`src/design/esk_ram.sv`:
```
module esk_ram #(
   parameter int WIDTH = 8,
   parameter int DEPTH = 16
) (
   input  logic                     clock,
   input  logic                     wr_en,
   input  logic [$clog2(DEPTH)-1:0] wr_addr,
   input  logic [WIDTH-1:0]         wr_data,
   input  logic [$clog2(DEPTH)-1:0] rd_addr,
   output logic [WIDTH-1:0]         rd_data
);

   logic [WIDTH-1:0] mem_ff [DEPTH];
   logic [WIDTH-1:0] rd_data_ff;

   always_ff @(posedge clock) begin
      if (wr_en) begin
         mem_ff[wr_addr] <= wr_data;
      end
      rd_data_ff <= mem_ff[rd_addr];
   end

   assign rd_data = rd_data_ff;

endmodule

```
`config.mk`:
```
export PLATFORM = sky130hd
export DESIGN_NAME = esk_ram
export DESIGN_NICKNAME = d
export VERILOG_FILES = /design/src/design/esk_ram.sv
export SDC_FILE = /design/constraint.sdc
export NUM_CORES = 1
export LEC_CHECK = 0
export BUFFER_PORTS_ARGS = -buffer_cell sky130_fd_sc_hd__buf_2
export CORE_MARGIN = 2
export CORE_UTILIZATION = 54
export CTS_CLUSTER_SIZE = 30
export DETAILED_ROUTE_END_ITERATION = 6
export GPL_ROUTABILITY_DRIVEN = 0
export PLACE_DENSITY = 0.74
export SKIP_LAST_GASP = 1
export SYNTH_ARGS = -nofsm -noshare
export SYNTH_HDL_FRONTEND = slang
export SYNTH_SLANG_ARGS = --single-unit
```
`constraint.sdc`:
```
create_clock -name clock -period 1.8 [get_ports clock]
set_clock_uncertainty 0.2 [all_clocks]
set_input_delay 0.18 -clock clock [delete_from_list [all_inputs] [get_ports clock]]
set_output_delay 0.18 -clock clock [all_outputs]
set_load 0.03 [all_outputs]
```
# Yosys cells after proc, flatten, opt, wreduce, memory -nomap -nowiden

Memory sizes are Yosys's and may differ from the RTL's. A register that Yosys moved wholly into a read port is not among the register bits.
Index checks and enable logic that the tools add are counted.

Input port bits: 18
Output and inout port bits: 8
Register bits after elaboration: 0
Logic and storage cells: 3
Bits in writable memories: 128
Memories: 1

Multiplexer cells: 2

Memories:

| memory | words | width | read ports | clocked after Yosys merged registers in | wr ports | line | text |
|---|---|---|---|---|---|---|---|
| mem_ff | 16    | 8     | 1          | 1                                       | 1        | 13   | `logic [WIDTH-1:0] mem_ff [DEPTH];` |

Operator list:

| kind   | number |
|---|---|
| $mux 1 | 2 |

# Depth between registers and ports, before layout

Gate-level depths: netlist (run 1).

Depth after elaboration: 2
Mapped depth: 5
Depth with buffers taken out: 3

# Worst setup path after synthesis (run 1)

Ideal clock, no wire load.

Path type: input-to-reg
From: input port wr_addr[2]
To: memory mem_ff[0][0] (enable)
Setup time: 0.383 ns
Buffers on the path: 0
Cell stages on the path: 2
Required time: 1.217 ns
Setup slack: -0.073 ns
Data arrival time: 1.290 ns
Cells stage by stage: or3b_2 nor3_1

RTL lines:

| element     | line | text |
|---|---|---|
| from (decl) | 7    | `input logic [$clog2(DEPTH)-1:0] wr_addr,` |
| to (decl)   | 13   |  |

No word-level cell before the write port.

==> summary.txt, run 1 <==
Floorplan
  – Initial core utilization: 55.7%
  – Die ar.: 0.0103 mm²
  – Area of the core: 0.00924 mm²
  – I/O pin count: 26
  – Die Height: just over 100 µm
  – Die X: 102 µm
  – Core Rows: 35

STA
  – RSZ-0062 raised after global routing: false
  – Slew @ Worst Pin: between 0.8 and 0.9 ns
  – Setup TNS: 0 ns
  – Tmin final: 1.61 ns
  – Final Hold Fails: 0
  – Final Max Tran Viols: 0
  – Final Setup Violations: 0
  – Worst setup margin: roughly 0.19 ns
  – Crit share post-route: 89.6%
  – Fmax achieved: 620 MHz
  – Max transition margin: 46.3%

Clock network
  – Clock slew at reported path FFs: 0.06 ns
  – Root Driver: clkbuf_8
  – Sink Count: approximately 140
  – Skew-Pair Late Insertion Delay: ~0.5 ns
  – TritonCTS buffer count: 17
  – H-tree depth: 4
  – Resize count post-CTS: 0
  – Clk buf depth: 2
  – Cts hold-fix bufs: 8
  – CTS tree: yes
  – Post-CTS setup buffers: 0

Detailed routing
  – Wirelength per Cell: 23.0 µm
  – DRT Wirelength: 10.0 mm
  – Antenna viol nets, final: 0
  – Via count: 2513
  – Initial DRT Pass Iterations: 5
  – Vias/cell: ~5.8
  – DR iter-0 viols: between 200 and 300
  – DR DRC count: 0

Logic synthesis
  – Synth area leaders: edfxtp_1, mux4_2, mux4_1, dfxtp_1, a22oi_1
  – Top FF cell, synth: edfxtp_1
  – Yosys reg bits: 136
  – Area of the mapped netlist: a little over 0.005 mm²
  – Syn_nets: approximately 250
  – Async set-or-reset flop fraction in the synthesized netlist: 0%
  – Post-Synthesis Cells: between 200 and 250
  – EDFF count, synth: 128
  – Synth area leader: edfxtp_1
  – Syn avg cell area: 22.5 µm²
  – Synth Warn #: 0
  – Yosys cell types: 19
  – Seq/Total Area, Yosys: approximately 78%
  – Synth cell count leaders: edfxtp_1, mux4_2, a22oi_1
  – Most frequent cell after synthesis: edfxtp_1
  – Top-area cell type share of the netlist area: 74.7%

Worst setup path
  – Crit-path max cell delay: approximately 0.60 ns
  – Setup crit start kind: flop
  – Crit end category: flop
  – Crit Path Category: flop to flop
  – Bufs and invs on worst path: 0
  – Crit path arrival time: 1.80 ns
  – CP max-delay cell: mux4_1
  – WP data required: 1.99 ns
  – CP Cell Sequence: mux4_1, a22oi_1, nand2_1
  – Top Family by Delay on Critical Path: multiplexers
  – CP Max Fanout: 1

Place
  – Dpl cells: between 300 and 400
  – Cell Area, Placed: 0.00554 mm²
  – Worst slack at placement: -0.00501 ns
  – Hpwl dp: 5.93 mm
  – I/O Buffers: 25

Power
  – Clk network pwr share: 45.2%
  – Leak: 0.00212 µW
  – Sw Pwr: 1530 µW
  – Flop pwr share: 49.5%
  – Peak supply drop: between 0.6 and 0.7 mV
  – Int Pwr: 5670 µW
  – Pwr dens: between 1000 and 1500 mW/mm²
  – Sw Share: a little over a fifth
  – Comb pwr share: 5.3%

Final layout
  – Share of cells above drive strength 1: between 30% and 40%
  – Design area: 0.00619 mm²
  – Syn-to-layout area delta: 20.2%
  – # fillers: 572
  – Final-stage net count: a little over 300
  – Ant diodes: 0
  – Fin cells: roughly 440
  – Layout Utilization: 67.0%

Global routing
  – First-pass GRT wire length: ~15 mm
  – Vias in the first global route: about 2500
  – Largest net degree at the start of global routing: 33
  – Initial antenna violation count: 0
  – GRT Resource Usage Total: 22.0%
  – Total gr overflow: 0

Status
  – Outcome: complete, no violations

Run
  – # Max-Cap Violations: 0

Min path
  – Hold crit path type: input port to flop
power groups by stage:
stage,sequential [µW],combinational [µW],clock (µW)
final,3560,384,3250
after global routing,3570,413,3430
after CTS,3560,388,3300
after detailed placement,3630,368,0
after global placement,3620,359,0
after floorplan,3660,180,0
layout make-up:
class	instances	area, µm²	area share, %
clock buffer	18	418	6.75
clock inverter	14	148	2.39
multi-input combinational	83	1060	17.2
sequential	136	4000	64.7
tap	129	161	2.61
timing repair buffer	55	395	6.39
worst paths after layout:
kind / startpoint / to / slack (ns) / depth (start not counted)
worst max register to register: mem_ff[5][2] / rd_data[2] / 0.19 / 3
worst max-delay path: mem_ff[5][2] / rd_data[2] / 0.19 / 3
worst min-delay path: wr_addr[1] / mem_ff[0][5] / 0.03 / 3
worst min register to register: mem_ff[14][3] / rd_data[3] / 0.47 / 3
placed cells by master (no fill, tap or decap), types with 4 or more instances in the layout:
master,instances
a22oi_1,16
buf_2,25
buf_4,20
clkbuf_16,16
clkinvlp_4,4
dfxtp_1,8
dlygate4sd3_1,8
edfxtp_1,128
mux4_1,14
mux4_2,18
nand2_1,9
nor2_1,13
sequential cells by signal (all words and copies together) (netlist names):
signal / flops
mem_ff: 128
rd_data: 8
kinds of logic after synthesis:
group	after synthesis	share of synthesized area, %
AO/OA/AOI/OAI	16	2.33
buffers and inverters	10	1.68
flip-flops	136	77.8
multiplexers	32	15.0
AND/OR/NAND/NOR	35	3.18
metal layers:
layer  share of wire [%]  up-vias  global-route usage [%]
met2                  52      116                    35.3
met4                 1.8        0                    9.25
met5                   0        -                       0
li1                    -     1105                       -
met1                  40     1277                    29.4
met3                 6.5       15                    5.18
per-stage QoR:
step                      total power (µW)  hold slack [ns]
final                                 7200           0.0328
after global routing                  7410           0.0209
after CTS                             7250           0.0143
after detailed placement              4000            0.368
after global placement                3980            0.355
after floorplan                       3840           0.0789
tightest hold or removal path: cells and delay by family:
kind	cells	cell delay, ns
buffers and inverters	2	0.33
AND/OR/NAND/NOR	1	0.06
(Power assumes the default switching activity.)
==> run 2: changes to the inputs <==
Settings changed: PLACE_DENSITY 0.74 to default, PLACE_DENSITY_LB_ADDON from default to 0.3.
==> run 2 against run 1 <==
  * Hold slack better by 0.0063 ns
  * Critical path depth unchanged
  * Worst setup slack better by 0.020 ns
  * Via count down 3.6%
  * Final cell count down 0.46%
  * Largest cell class unchanged
  * Largest power group unchanged
  * Non-clock buffer count down 2
  * Count of clock-buffer cells in the layout unchanged
==> summary.txt, run 2 (same netlist as run 1, synthesis figures left out) <==
Status
  – Outcome: complete, no violations (unchanged)

STA
  – Worst setup margin: 0.208 ns (was 0.188 ns)
  – Final Max Tran Viols: 0 (unchanged)
  – Slew @ Worst Pin: 0.771 ns (was 0.804 ns)
  – RSZ-0062 raised after global routing: false (unchanged)
  – Fmax achieved: 628 MHz (was 620 MHz)
  – Final Setup Violations: 0 (unchanged)
  – Crit share post-route: 88.4% (was 89.6%)
  – Tmin final: 1.59 ns (was 1.61 ns)
  – Final Hold Fails: 0 (unchanged)
  – Max transition margin: 48.5% (was 46.3%)

Place
  – Hpwl dp: 5.87 mm (was 5.93 mm)
  – Dpl cells: 393 (was 395)
  – I/O Buffers: 25 (unchanged)
  – Worst slack at placement: -0.0132 ns (was -0.00501 ns)

Worst setup path
  – R2r setup slk: 0.21 ns (was 0.19 ns)
  – Crit path arrival time: 1.79 ns (was 1.80 ns)
  – CP max-delay cell: mux4_1 (unchanged)
  – Crit-path max cell delay: 0.51 ns (was 0.60 ns)
  – Crit Path Category: flop to flop (unchanged)
  – Crit end category: flop (unchanged)
  – Bufs and invs on worst path: 0 (unchanged)
  – WP data required: 1.99 ns (about the same)
  – Top Family by Delay on Critical Path: multiplexers (unchanged)
  – Setup crit start kind: flop (unchanged)
  – CP Cell Sequence: mux4_1, a22oi_1, nand2_1 (unchanged)
  – CP Max Fanout: 1 (unchanged)

Clock network
  – TritonCTS buffer count: 17 (unchanged)
  – Post-CTS setup buffers: 0 (unchanged)
  – H-tree depth: 4 (unchanged)
  – Sink Count: 136 (unchanged)
  – Clk buf depth: 2 (unchanged)
  – CTS tree: yes (unchanged)
  – Root Driver: clkbuf_8 (unchanged)
  – Resize count post-CTS: 0 (unchanged)
  – Skew-Pair Late Insertion Delay: 0.52 ns (was 0.51 ns)
  – Clock slew at reported path FFs: 0.06 ns (about the same)

Floorplan
  – Die ar.: 0.0103 mm² (unchanged)
  – Die Height: 102 µm (unchanged)
  – Core Rows: 35 (unchanged)
  – Area of the core: 0.00924 mm² (unchanged)
  – Initial core utilization: 55.7% (unchanged)
  – I/O pin count: 26 (unchanged)
  – Die X: 102 µm (unchanged)

Final layout
  – Area of the multi-input gates: 0.00106 mm² (unchanged)
  – Commonest non-fill, non-tap cell in the layout: edfxtp_1 (unchanged)
  – Fin cells: 433 (was 435)
  – Final-stage net count: 309 (was 311)
  – Layout Utilization: 67.0% (unchanged)
  – Biggest register: mem_ff (unchanged)
  – Reg area: 0.00400 mm² (unchanged)
  – # fillers: 569 (was 572)
  – Syn-to-layout area delta: 20.2% (unchanged)
  – Most frequent cells in the layout: edfxtp_1, buf_2, mux4_2 (was edfxtp_1, buf_2, buf_4)
  – Ant diodes: 0 (unchanged)
  – Max reg flops: 128 (unchanged)
  – Share of cells above drive strength 1: 31.3% (was 31.7%)

Min path
  – Hold crit path type: input port to flop (unchanged)

Global routing
  – Total gr overflow: 0 (unchanged)
  – Largest net degree at the start of global routing: 33 (unchanged)
  – GRT Resource Usage Total: 20.9% (was 22.0%)
  – Initial antenna violation count: 0 (unchanged)
  – First-pass GRT wire length: 14.9 mm (was 15.4 mm)
  – Vias in the first global route: 2639 (was 2522)

Detailed routing
  – Initial DRT Pass Iterations: 5 (unchanged)
  – Wirelength per Cell: 22.1 µm (was 23.0 µm)
  – DR DRC count: 0 (unchanged)
  – Vias/cell: 5.59 (was 5.78)
  – DRT Wirelength: 9.56 mm (was 10.0 mm)
  – Via count: 2422 (was 2513)
  – DR iter-0 viols: 173 (was 292)
  – Antenna viol nets, final: 0 (unchanged)

Run
  – # Max-Cap Violations: 0 (unchanged)

Power
  – Peak supply drop: 0.753 mV (was 0.674 mV)
  – Tot Pwr: 7210 µW (was 7200 µW)
  – Pwr dens: 1160 mW/mm² (about the same)
  – Leak: 0.00212 µW (about the same)
run 2: changes by cell type in the layout (fill, tap and decap cells not counted), sizes merged:
cell and change:
buf -2, clkinv +3, clkinvlp -2, inv -1
run 2: timing repair:
action | in CTS | in global routing
endpoints found under the setup margin | 0 | 0
hold endpoints to repair | 128 | 0
hold buffers | 8 | 0
run 2: final timing paths:
kind	startpoint	end	depth (start not counted)
setup / recovery	mem_ff[1][3]	rd_data[3]	3
hold reg to reg	mem_ff[14][4]	rd_data[4]	3
hold / removal	wr_addr[0]	mem_ff[0][6]	3
setup reg to reg	mem_ff[1][3]	rd_data[3]	3
run 2: stage by stage:
stage	TNS [ns]	hold WS (ns)	instance area (µm²)
after floorplan	0	0.0789	5150
after global placement	-0.0187	0.366	5540
after detailed placement	-0.0132	0.369	5540
after CTS	0	0.0224	6190
after global routing	0	0.0325	6190
final	0	0.0391	6190
run 2: worst min-delay path: stages:
cell and delay [ns]:
buf_2 0.15, nor3_2 0.06, buf_4 0.18
run 2: power by group:
group          total, µW  leakage (µW)  switching [µW]  internal, µW
Clock               3260      0.000273            1290          1980
Combinational        378      0.000624             219           159
Sequential          3560       0.00122            23.4          3540
Total               7210       0.00212            1530          5680
run 2: routing by layer:
layer  part of all wire (%)  global-route usage (%)  up-vias
met2                     52                    34.0       80
li1                       -                       -     1100
met4                   0.88                    6.44        0
met3                    6.7                    5.73       11
met1                     40                    27.8     1231
met5                      0                       0        -
run 2: cell type report:
type	instances	area share (%)
Multi-Input combinational cell	83	17.2
Clock buffer	18	6.75
Timing Repair Buffer	53	6.35
Tap cell	129	2.61
Clock inverter	14	2.43
Sequential cell	136	64.7
